$ cat src/rtl/bldf_pkg.sv
package bldf_pkg;

	typedef logic [6:0]  level_t;
	typedef logic [1:0]  mode_t;
	typedef logic [2:0]  cfg_idx_t;
	typedef logic [15:0] cfg_data_t;

	// fader modes as seen on the mode output
	localparam mode_t MODE_NORMAL   = 2'd0;
	localparam mode_t MODE_BRIGHTEN = 2'd1;
	localparam mode_t MODE_DIMMING  = 2'd2;
	localparam mode_t MODE_DIM      = 2'd3;

	// configuration register indexes
	localparam cfg_idx_t REG_TARGET_LEVEL  = 3'd0;
	localparam cfg_idx_t REG_AUTO_DIM_EN   = 3'd1;
	localparam cfg_idx_t REG_DIM_LEVEL     = 3'd2;
	localparam cfg_idx_t REG_INACT_TICKS   = 3'd3;
	localparam cfg_idx_t REG_DIM_STEPS     = 3'd4;
	localparam cfg_idx_t REG_BRIGHT_STEPS  = 3'd5;

	// register reset values
	localparam level_t      RST_TARGET_LEVEL = 7'd100;
	localparam level_t      RST_DIM_LEVEL    = 7'd10;
	localparam logic [15:0] RST_INACT_TICKS  = 16'd3000;
	localparam logic [7:0]  RST_DIM_STEPS    = 8'd50;
	localparam logic [7:0]  RST_BRIGHT_STEPS = 8'd25;

	localparam int QUO_W = 7;

endpackage

$ cat src/rtl/backlight_auto_dim_fader.sv
// backlight auto-dim fader
//
// One input item is one evaluation tick carrying the activity flag; each item
// gives exactly one result item: level, level_write and mode after the tick.
// Both channels use valid/stall; in_stall is high while an item is in work.
// Configuration is written through cfg_valid/cfg_ready/cfg_index/cfg_data;
// cfg_ready is always high and writes to unknown indexes are dropped.
//
// A tick that does not start a ramp goes from accept straight to the finish state,
// where its result is loaded into the output register. A tick that starts a ramp
// first runs a restoring divide for the step (one quotient bit per cycle in a shared
// subtract/compare unit), then goes to the finish state.
// The result sits in an output register; the next tick is accepted while it
// waits. If the receiver keeps stalling, the following tick's result waits in
// the finish state and in_stall stays high until the register frees up.
// Reset loads the register defaults, normal mode, shown level 0 and clears all
// counters; no result is pending after reset.
module backlight_auto_dim_fader (
	input  logic               clk,
	input  logic               arst_n,
	input  logic               in_valid,
	output logic               in_stall,
	input  logic               activity,
	output logic               out_valid,
	input  logic               out_stall,
	output bldf_pkg::level_t   level,
	output logic               level_write,
	output bldf_pkg::mode_t    mode,
	input  logic               cfg_valid,
	output logic               cfg_ready,
	input  bldf_pkg::cfg_idx_t cfg_index,
	input  bldf_pkg::cfg_data_t cfg_data
);
	import bldf_pkg::*;

	localparam logic [1:0] ST_IDLE = 2'd0;
	localparam logic [1:0] ST_DIV  = 2'd1;
	localparam logic [1:0] ST_DONE = 2'd2;

	// configuration
	level_t      target_level_q;
	logic        auto_dim_en_q;
	level_t      dim_level_q;
	logic [15:0] inact_ticks_q;
	logic [7:0]  dim_steps_q;
	logic [7:0]  bright_steps_q;

	// fader state
	logic [1:0]        state_q;
	mode_t             fade_mode_q;
	logic [15:0]       idle_count_q;
	level_t            ramp_value_q;
	logic signed [8:0] ramp_step_q;
	level_t            shown_level_q;
	logic              act_latch_q;
	logic              pend_write_q;

	// divider
	logic [2:0]       div_cnt_q;
	logic [7:0]       div_rem_q;
	logic [QUO_W-1:0] div_quo_q;
	logic [7:0]       div_d_q;
	logic             div_neg_q;
	logic             div_fpos_q;

	// output register
	logic   out_valid_q;
	level_t level_q;
	logic   level_write_q;
	mode_t  mode_q;

	logic accept;
	logic act;
	logic out_free;

	// next-state of one tick
	mode_t       mode_n;
	logic [15:0] idle_n;
	level_t      ramp_n;
	level_t      shown_n;
	logic        latch_n;
	logic        write_n;
	logic        start_div;
	level_t      div_from;
	level_t      div_to;
	logic [7:0]  div_steps;
	logic        div_fpos;

	logic [15:0]       idle_inc;
	logic signed [9:0] ramp_sum;
	logic              ramp_sat;
	level_t            ramp_clamp;

	logic signed [7:0] diff;
	logic [8:0]        shifted;
	logic              div_ge;
	logic [7:0]        rem_n;
	logic [QUO_W-1:0]  quo_n;
	logic signed [8:0] step_fin;

	assign cfg_ready = 1'b1;
	assign in_stall  = (state_q != ST_IDLE);
	assign accept    = in_valid && !in_stall;
	assign out_free  = !out_valid_q || !out_stall;
	assign act       = act_latch_q | activity;

	assign out_valid   = out_valid_q;
	assign level       = level_q;
	assign level_write = level_write_q;
	assign mode        = mode_q;

	// shared ramp adder with clamp to 0..127
	assign idle_inc   = (idle_count_q == 16'hFFFF) ? idle_count_q : idle_count_q + 16'd1;
	assign ramp_sum   = $signed({3'b000, ramp_value_q}) + 10'(ramp_step_q);
	assign ramp_sat   = ramp_sum[9] || (ramp_sum > 10'sd127);
	assign ramp_clamp = ramp_sum[9] ? 7'd0 : (ramp_sat ? 7'd127 : ramp_sum[6:0]);

	always_comb begin
		mode_n    = fade_mode_q;
		idle_n    = idle_count_q;
		ramp_n    = ramp_value_q;
		shown_n   = shown_level_q;
		latch_n   = act;
		write_n   = 1'b0;
		start_div = 1'b0;
		div_from  = target_level_q;
		div_to    = dim_level_q;
		div_steps = dim_steps_q;
		div_fpos  = 1'b0;
		unique case (fade_mode_q)
			MODE_NORMAL: begin
				write_n = (shown_level_q != target_level_q);
				shown_n = target_level_q;
				if (auto_dim_en_q) begin
					if (act) begin
						latch_n = 1'b0;
						idle_n  = '0;
					end else begin
						idle_n = idle_inc;
						if (idle_inc >= inact_ticks_q) begin
							mode_n    = MODE_DIMMING;
							ramp_n    = target_level_q;
							start_div = 1'b1;
						end
					end
				end
			end
			MODE_BRIGHTEN: begin
				write_n = 1'b1;
				ramp_n  = ramp_clamp;
				if (ramp_sat || (ramp_clamp >= target_level_q)) begin
					mode_n  = MODE_NORMAL;
					idle_n  = '0;
					shown_n = target_level_q;
				end else begin
					shown_n = ramp_clamp;
				end
			end
			MODE_DIMMING: begin
				write_n = 1'b1;
				ramp_n  = ramp_clamp;
				if (ramp_sat || (ramp_clamp <= dim_level_q)) begin
					mode_n  = MODE_DIM;
					shown_n = dim_level_q;
				end else begin
					shown_n = ramp_clamp;
				end
			end
			MODE_DIM: begin
				if (act) begin
					latch_n   = 1'b0;
					mode_n    = MODE_BRIGHTEN;
					ramp_n    = dim_level_q;
					start_div = 1'b1;
					div_from  = dim_level_q;
					div_to    = target_level_q;
					div_steps = bright_steps_q;
					div_fpos  = 1'b1;
				end
			end
			default: begin
			end
		endcase
	end

	assign diff = $signed({1'b0, div_to}) - $signed({1'b0, div_from});

	// one quotient bit per cycle
	assign shifted = {div_rem_q, div_quo_q[QUO_W-1]};
	assign div_ge  = (shifted >= {1'b0, div_d_q});
	assign rem_n   = div_ge ? 8'(shifted - {1'b0, div_d_q}) : shifted[7:0];
	assign quo_n   = {div_quo_q[QUO_W-2:0], div_ge};

	always_comb begin
		if (quo_n == '0) begin
			step_fin = div_fpos_q ? 9'sd1 : -9'sd1;
		end else if (div_neg_q) begin
			step_fin = -$signed({2'b00, quo_n});
		end else begin
			step_fin = $signed({2'b00, quo_n});
		end
	end

	always_ff @(posedge clk or negedge arst_n) begin
		if (!arst_n) begin
			target_level_q <= RST_TARGET_LEVEL;
			auto_dim_en_q  <= 1'b1;
			dim_level_q    <= RST_DIM_LEVEL;
			inact_ticks_q  <= RST_INACT_TICKS;
			dim_steps_q    <= RST_DIM_STEPS;
			bright_steps_q <= RST_BRIGHT_STEPS;
		end else if (cfg_valid && cfg_ready) begin
			unique case (cfg_index)
				REG_TARGET_LEVEL: target_level_q <= cfg_data[6:0];
				REG_AUTO_DIM_EN:  auto_dim_en_q  <= cfg_data[0];
				REG_DIM_LEVEL:    dim_level_q    <= cfg_data[6:0];
				REG_INACT_TICKS:  inact_ticks_q  <= cfg_data;
				REG_DIM_STEPS:    dim_steps_q    <= cfg_data[7:0];
				REG_BRIGHT_STEPS: bright_steps_q <= cfg_data[7:0];
				default: begin
				end
			endcase
		end
	end

	always_ff @(posedge clk or negedge arst_n) begin
		if (!arst_n) begin
			state_q       <= ST_IDLE;
			fade_mode_q   <= MODE_NORMAL;
			idle_count_q  <= '0;
			ramp_value_q  <= '0;
			ramp_step_q   <= '0;
			shown_level_q <= '0;
			act_latch_q   <= 1'b0;
			pend_write_q  <= 1'b0;
			div_cnt_q     <= '0;
			out_valid_q   <= 1'b0;
		end else begin
			if (state_q == ST_DONE && out_free) begin
				out_valid_q <= 1'b1;
			end else if (out_valid_q && !out_stall) begin
				out_valid_q <= 1'b0;
			end
			unique case (state_q)
				ST_IDLE: begin
					if (accept) begin
						fade_mode_q   <= mode_n;
						idle_count_q  <= idle_n;
						ramp_value_q  <= ramp_n;
						shown_level_q <= shown_n;
						act_latch_q   <= latch_n;
						pend_write_q  <= write_n;
						div_cnt_q     <= '0;
						state_q       <= start_div ? ST_DIV : ST_DONE;
					end
				end
				ST_DIV: begin
					div_cnt_q <= div_cnt_q + 3'd1;
					if (div_cnt_q == 3'(QUO_W - 1)) begin
						ramp_step_q <= step_fin;
						div_cnt_q   <= '0;
						state_q     <= ST_DONE;
					end
				end
				ST_DONE: begin
					if (out_free) begin
						state_q <= ST_IDLE;
					end
				end
				default: begin
					state_q <= ST_IDLE;
				end
			endcase
		end
	end

	// divider datapath and output payload
	always_ff @(posedge clk) begin
		if (state_q == ST_IDLE && accept && start_div) begin
			div_rem_q  <= '0;
			div_quo_q  <= diff[7] ? 7'(-diff) : diff[6:0];
			div_neg_q  <= diff[7];
			div_d_q    <= (div_steps == 8'd0) ? 8'd1 : div_steps;
			div_fpos_q <= div_fpos;
		end else if (state_q == ST_DIV) begin
			div_rem_q <= rem_n;
			div_quo_q <= quo_n;
		end
		if (state_q == ST_DONE && out_free) begin
			level_q       <= shown_level_q;
			level_write_q <= pend_write_q;
			mode_q        <= fade_mode_q;
		end
	end

	// a ramp in progress always has a nonzero step once the divide is done
	a_step_nonzero: assert property (@(posedge clk) disable iff (!arst_n)
		(state_q == ST_IDLE && (fade_mode_q == MODE_BRIGHTEN || fade_mode_q == MODE_DIMMING))
		|-> (ramp_step_q != 9'sd0))
		else $error("ramp running with zero step");

	a_cnt_idle: assert property (@(posedge clk) disable iff (!arst_n)
		(state_q != ST_DIV) |-> (div_cnt_q == 3'd0))
		else $error("divide counter not cleared outside divide");

	a_out_from_done: assert property (@(posedge clk) disable iff (!arst_n)
		$rose(out_valid_q) |-> ($past(state_q) == ST_DONE))
		else $error("result loaded outside finish state");

	a_div_enters_ramp: assert property (@(posedge clk) disable iff (!arst_n)
		(state_q == ST_DIV) |-> (fade_mode_q == MODE_BRIGHTEN || fade_mode_q == MODE_DIMMING))
		else $error("divide running outside a ramp start");

endmodule

$ cat config.mk
export PLATFORM = sky130hd
export DESIGN_NAME = backlight_auto_dim_fader
export DESIGN_NICKNAME = d
export VERILOG_FILES = /design/src/rtl/bldf_pkg.sv /design/src/rtl/backlight_auto_dim_fader.sv
export SDC_FILE = /design/constraint.sdc
export NUM_CORES = 1
export LEC_CHECK = 0
export ABC_AREA = 1
export BUFFER_PORTS_ARGS = -buffer_cell sky130_fd_sc_hd__buf_2
export CORE_MARGIN = 4
export CORE_UTILIZATION = 39
export CTS_BUF_LIST = sky130_fd_sc_hd__clkbuf_16
export DETAILED_ROUTE_END_ITERATION = 7
export GPL_ROUTABILITY_DRIVEN = 0
export GPL_TIMING_DRIVEN = 0
export PLACE_DENSITY = 0.59
export SLEW_MARGIN = 25
export SYNTH_ARGS = -nofsm -noshare
export SYNTH_HDL_FRONTEND = slang
export SYNTH_SLANG_ARGS = --single-unit
$ cat constraint.sdc
create_clock -name clk -period 4.1 [get_ports clk]
set_input_delay 0.82 -clock clk [delete_from_list [all_inputs] [get_ports clk]]
set_output_delay 0.82 -clock clk [all_outputs]
set_load 0.05 [all_outputs]
==> results of run 1 <==
==> synthesized netlist by cell type, drive strengths merged (2+ instances only) <==
cell type	count
a21o	2
a21oi	71
a31oi	8
buf	9
clkbuf	16
clkinv	3
dfrtp	77
dfstp	19
dfxtp	8
edfxtp	27
fa	2
ha	53
inv	176
mux2i	3
nand2	348
nand3	53
nand4	17
nor2	91
nor3	12
o21ai	100
o21bai	5
o22ai	8
o41ai	2
or2	5
xnor2	13
xor2	14
==> cell families after synthesis <==
logic type                 after synthesis  synth area share (%)
and+or+nand+nor                        527                  26.4
other                                    1                0.0438
muxes                                    3                 0.350
DFF                                    131                  39.6
buffers and inverters                  204                  9.45
xor gates and xnor gates                27                  2.76
AOI/OAI and AO/OA                      203                  13.1
adders and majority gates               55                  8.21
==> metal layers <==
layer,global-route usage [%],vias up
li1,-,3839
met1,25.8,3482
met2,30.8,121
met3,3.48,25
met4,4.42,0
met5,0,-
==> timing repair <==
item / CTS / global route
buffers inserted: 0 / 6
endpoints found under the setup margin: 0 / 24
hold buffers: 0 / 0
resized for setup: 0 / 10
==> stage by stage <==
step | cells | cell area (um^2) | setup WS, ps | utilization [%]
2_1_floorplan | 1151 | 8570 | 910 | -
3_3_place_gp | 1462 | 9090 | 97.2 | 42.7
5_1_grt | 1502 | 9820 | 14.3 | 46.1
3_5_place_dp | 1463 | 9130 | 60.3 | 42.9
6_report | 1502 | 9820 | 329 | 46.1
4_1_cts | 1495 | 9720 | 15.2 | 45.7
==> report_power, final <==
part	internal [W]	switching (W)	leakage, nW
registers	0.00174	0.000272	1.49
clock network	0.000952	0.000571	0.297
logic	0.00102	0.00198	3.34
==> flip-flops by register name, summed over array words and instances (netlist names), 3 cells and up <==
register and count:
div_cnt_q 3, bright_steps_q 8, div_quo_q 7, ramp_value_q 7
div_rem_q 8, dim_steps_q 8, div_d_q 8, shown_level_q 7
ramp_step_q 9, inact_ticks_q 16, target_level_q 7, level 7
dim_level_q 7, idle_count_q 16
==> worst paths after layout <==
path / to / slack [ps] / startpoint
max in group asynchronous: inact_ticks_q[7]$_DFFE_PN1P_ / 3140 / arst_n
worst max register to register: shown_level_q[0]$_DFFE_PN0P_ / 330 / ramp_value_q[0]$_DFFE_PN0P_
min in group clk: level_write$_DFFE_PP_ / 460 / pend_write_q$_DFFE_PN0P_
worst min-delay path: ramp_step_q[6]$_DFFE_PN0P_ / 280 / arst_n
worst max-delay path: shown_level_q[0]$_DFFE_PN0P_ / 330 / ramp_value_q[0]$_DFFE_PN0P_
worst min register to register: level_write$_DFFE_PP_ / 460 / pend_write_q$_DFFE_PN0P_
==> critical path: stages (launching register included) <==
cell	delay, ps
dfrtp_1	380
ha_1	230
fa_1	400
nand3_1	100
nand2_1	100
nand3_1	110
nand2_1	70
nand2_2	90
nand2_4	110
a31oi_1	470
ha_1	370
a21oi_1	140
o21ai_0	110
a211oi_2	300
nand3_2	220
nand2_1	120
inv_1	40
nor2_1	110
nand2_1	60
nand2_1	70
nand2_1	60
==> final cells by class <==
type,count,area share (%)
Inverter,179,6.88
Buffer,25,1.44
Tap cell,275,3.50
Timing Repair Buffer,43,2.77
Clock buffer,19,4.84
Timing Repair inverter,1,0.0510
Sequential cell,131,34.6
Clock inverter,13,1.16
Multi-Input combinational cell,816,44.7
==> flow_summary.toml, run 1 <==
[grt]
antenna_found_initial = 0
grt_overflow = 0
grt_max_degree = 69
grt_pass1_wl_um = 36600
grt_pass1_vias = 7220
grt.total_usage_pct = 18.7

[detailed_routing]
drt-met1-wl_um = 10700
met2_length_um = 10300
num_vias = 7467
wl_um = 22100
dr.pass1.iters = 5
drtIter0Drc = 341
dr_wl_met3_um = 774
wl_per_cell_um = 14.7
drc = 0
highest_layer = "met4"
antenna_left = 0
vias_per_cell = 4.97

[finish]
multiInputGateArea_um2 = 4390
nets = 1294
num-fill-cells = 2174
seqCellArea_um2 = 3400
insertedDiodeCount = 0
final_cell_mix = "nand2_1 (325), inv_1 (168), nor2_1 (85), o21ai_0 (84), dfrtp_1 (77)"
syn_to_final_growth_pct = 14.6
final_common_cell = "nand2_1"
drive_above_1_share_pct = 13.4

[clocking]
cts_tree = "done"
cts.sinks = 131
numCtsBuffers = 17
cts.path.max_buffers = 2
clk_pin_slew_ps = 60
root_buffer = "clkbuf_16"
ctsHtreeMaxLevel = 4
clk_latency_ps = 420

[timing]
rsz0062_at_grt = "no"
slew_violations = 0
hold_viol = 0
relSlewSlack_pct = 54.3
max_freq_mhz = 265
fin_setup_tns_ps = 0
worst-slew-pin-transition_ps = 685
finalCritPeriodShare_pct = 92.0
holdWs_ps = 277
skew_ps = 14.5
fin_crit_ps = 3770
setup_viol = 0

[synth]
async_flop_share_pct = 73.3
ys.flop_type = "dfrtp_1"
ys_seq_area_share_pct = 39.6
synth_area_um2 = 8570
syn_inst = 1151
synth_edf_count = 27
synth_top_area_share_pct = 22.5
yosys_warnings = 0
synth_nets = 1231
ys_ff_latch = 131
synth.avg_cell_area_um2 = 7.44
ys_types = 51
synthTopCellsByArea = "dfrtp_1 (22%), nand2_1 (14%), edfxtp_1 (9.5%)"
yosys.area.top_type = "dfrtp_1"

[power]
totalPowerFinal_w = 0.00653
p_leak_nw = 5.13
ir_drop_mv = 0.321
powerDensity_nw_per_um2 = 665

[run_status]
status = "completed"

[die]
fp.dieArea_um2 = 24400
dieHeight_um = 156
core_um2 = 21300
start_util_pct = 40.3
top_level_ports = 38
dieWidth_um = 156
placementRows = 53

[place]
dp_hpwl_um = 16600
portBuffers = 36

[critical_path]
path_max_fanout = 10
worstRegToRegCells = 20
path_class = "flop to flop"
required_ps = 4410
crit_path_start_kind = "flop"
crit_path_end_kind = "flop"
cp_data_arrival_time_ps = 4080

[worst_hold_path]
hp-class = "primary input to asynchronous set/reset pin"

[job]
max-cap-violations = 0
No activity file was read; power rests on OpenSTA's default activity.
==> run 2: changes to the inputs <==
Settings changed: MAX_ROUTING_LAYER set to met4.
==> flow_summary.toml, run 2 (same netlist as run 1, synthesis figures left out) <==
[detailed_routing]
num_vias = 7426
wl_um = 22000
drc = 0
drtIter0Drc = 381
vias_per_cell = 4.94
wl_per_cell_um = 14.7
antenna_left = 0
dr.pass1.iters = 5

[clocking]
cts.path.max_buffers = 2
cts_hold_buffers = 0
numCtsBuffers = 17
clk_pin_slew_ps = 60
ctsHtreeMaxLevel = 4
cts_tree = "done"
cts.sinks = 131
clk_latency_ps = 420
root_buffer = "clkbuf_16"

[grt]
grt.total_usage_pct = 19.3
grt_pass1_wl_um = 36600
antenna_found_initial = 0
grt_pass1_vias = 7218
grt_max_degree = 69
grt_overflow = 0

[die]
top_level_ports = 38
dieWidth_um = 156
placementRows = 53
core_um2 = 21300
dieHeight_um = 156
start_util_pct = 40.3
fp.dieArea_um2 = 24400

[timing]
slew_violations = 0
setup_viol = 0
hold_viol = 0
fin_crit_ps = 3780
max_freq_mhz = 265
holdWs_ps = 277
fin_setup_tns_ps = 0
worst-slew-pin-transition_ps = 684
relSlewSlack_pct = 54.4
finalCritPeriodShare_pct = 92.1
skew_ps = 14.0
rsz0062_at_grt = "no"

[worst_hold_path]
hp-class = "primary input to asynchronous set/reset pin"

[finish]
final_common_cell = "nand2_1"
largest_registers = "idle_count_q x16, inact_ticks_q x16, ramp_step_q x9"
final_area_um2 = 9820
syn_to_final_growth_pct = 14.6
drive_above_1_share_pct = 13.4
nets = 1294
final_cell_mix = "nand2_1 (325), inv_1 (168), nor2_1 (85), o21ai_0 (84), dfrtp_1 (77)"
insertedDiodeCount = 0
final_core_util_pct = 46.1
num-fill-cells = 2174

[run_status]
status = "completed"

[critical_path]
crit_family = "simple AND/OR/NAND/NOR gates"
crit_path_start_kind = "flop"
crit_path_end_kind = "flop"
cp_data_arrival_time_ps = 4080
cpPeakStageDelay_ps = 470
crit_buf_inv = 1
cp_cell_sequence = "ha_1 -> fa_1 -> nand3_1 -> nand2_1 -> nand3_1 -> nand2_1 -> nand2_2 -> nand2_4 -> a31oi_1 -> ha_1 -> a21oi_1 -> o21ai_0 -> a211oi_2 -> nand3_2 -> nand2_1 -> inv_1 -> nor2_1 -> nand2_1 -> nand2_1 -> nand2_1"
required_ps = 4410
path_max_fanout = 10
crit_top_cell = "nand2_1"
path_class = "flop to flop"
critPathSlowestCell = "a31oi_1"

[place]
portBuffers = 36
dp_hpwl_um = 16600
dpl_cell_area_um2 = 9130

[power]
powerDensity_nw_per_um2 = 665
ir_drop_mv = 0.321
p_leak_nw = 5.13
totalPowerFinal_w = 0.00653

[job]
max-cap-violations = 0
-- run 2: area by class of cell --
type | instances | area [um^2] | share of cell area [%]
plain buffers | 25 | 141 | 1.44
inverters | 179 | 676 | 6.88
multi-input cells | 816 | 4390 | 44.7
flip-flops and latches | 131 | 3400 | 34.6
repair buffers | 43 | 272 | 2.77
well taps | 275 | 344 | 3.50
clock buffers | 19 | 475 | 4.84
repair inverters | 1 | 5.00 | 0.0510
clock inverters | 13 | 114 | 1.16
-- run 2: worst paths after layout --
| check | startpoint | endpoint | slack (ps) | cells after the start |
|---|---|---|---|---|
| min | arst_n | ramp_step_q[6]$_DFFE_PN0P_ | 280 | 1 |
| max reg2reg | ramp_value_q[0]$_DFFE_PN0P_ | shown_level_q[0]$_DFFE_PN0P_ | 320 | 20 |
| min in group clk | pend_write_q$_DFFE_PN0P_ | level_write$_DFFE_PP_ | 460 | 0 |
| max in group asynchronous | arst_n | inact_ticks_q[7]$_DFFE_PN1P_ | 3140 | 2 |
| min reg2reg | pend_write_q$_DFFE_PN0P_ | level_write$_DFFE_PP_ | 460 | 0 |
| max | ramp_value_q[0]$_DFFE_PN0P_ | shown_level_q[0]$_DFFE_PN0P_ | 320 | 20 |
-- run 2: worst reg2reg max path, stage by stage, from the launching register on --
cell and delay, ps:
dfrtp_1 380, ha_1 230, fa_1 410, nand3_1 100, nand2_1 100, nand3_1 110, nand2_1 70, nand2_2 90
nand2_4 110, a31oi_1 480, ha_1 370, a21oi_1 140, o21ai_0 110, a211oi_2 290, nand3_2 220, nand2_1 120
inv_1 50, nor2_1 110, nand2_1 60, nand2_1 70, nand2_1 60
-- run 2: report_power, final --
| group | total (W) | switching, W | internal, W |
|---|---|---|---|
| registers | 0.00201 | 0.000272 | 0.00174 |
| logic | 0.00300 | 0.00197 | 0.00103 |
| clock network | 0.00152 | 0.000569 | 0.000952 |
-- run 2: what timing repair did --
action,CTS,global route
setup endpoints to repair,0,24
buffers inserted,0,6
gates resized for setup,0,10
-- run 2: metrics by stage --
step	instances	setup WS [ps]
6_report	1502	324
2_1_floorplan	1151	910
3_5_place_dp	1463	60.3
4_1_cts	1495	15.2
5_1_grt	1502	13.7
3_3_place_gp	1462	97.2
-- run 2: metal layers --
metal,wire length (um),share of wire (%),GRT usage (%)
met1,10800,49,25.9
met2,10200,46,30.7
met3,758,3.4,3.48
met4,280,1.3,4.42
met5,0,0,-
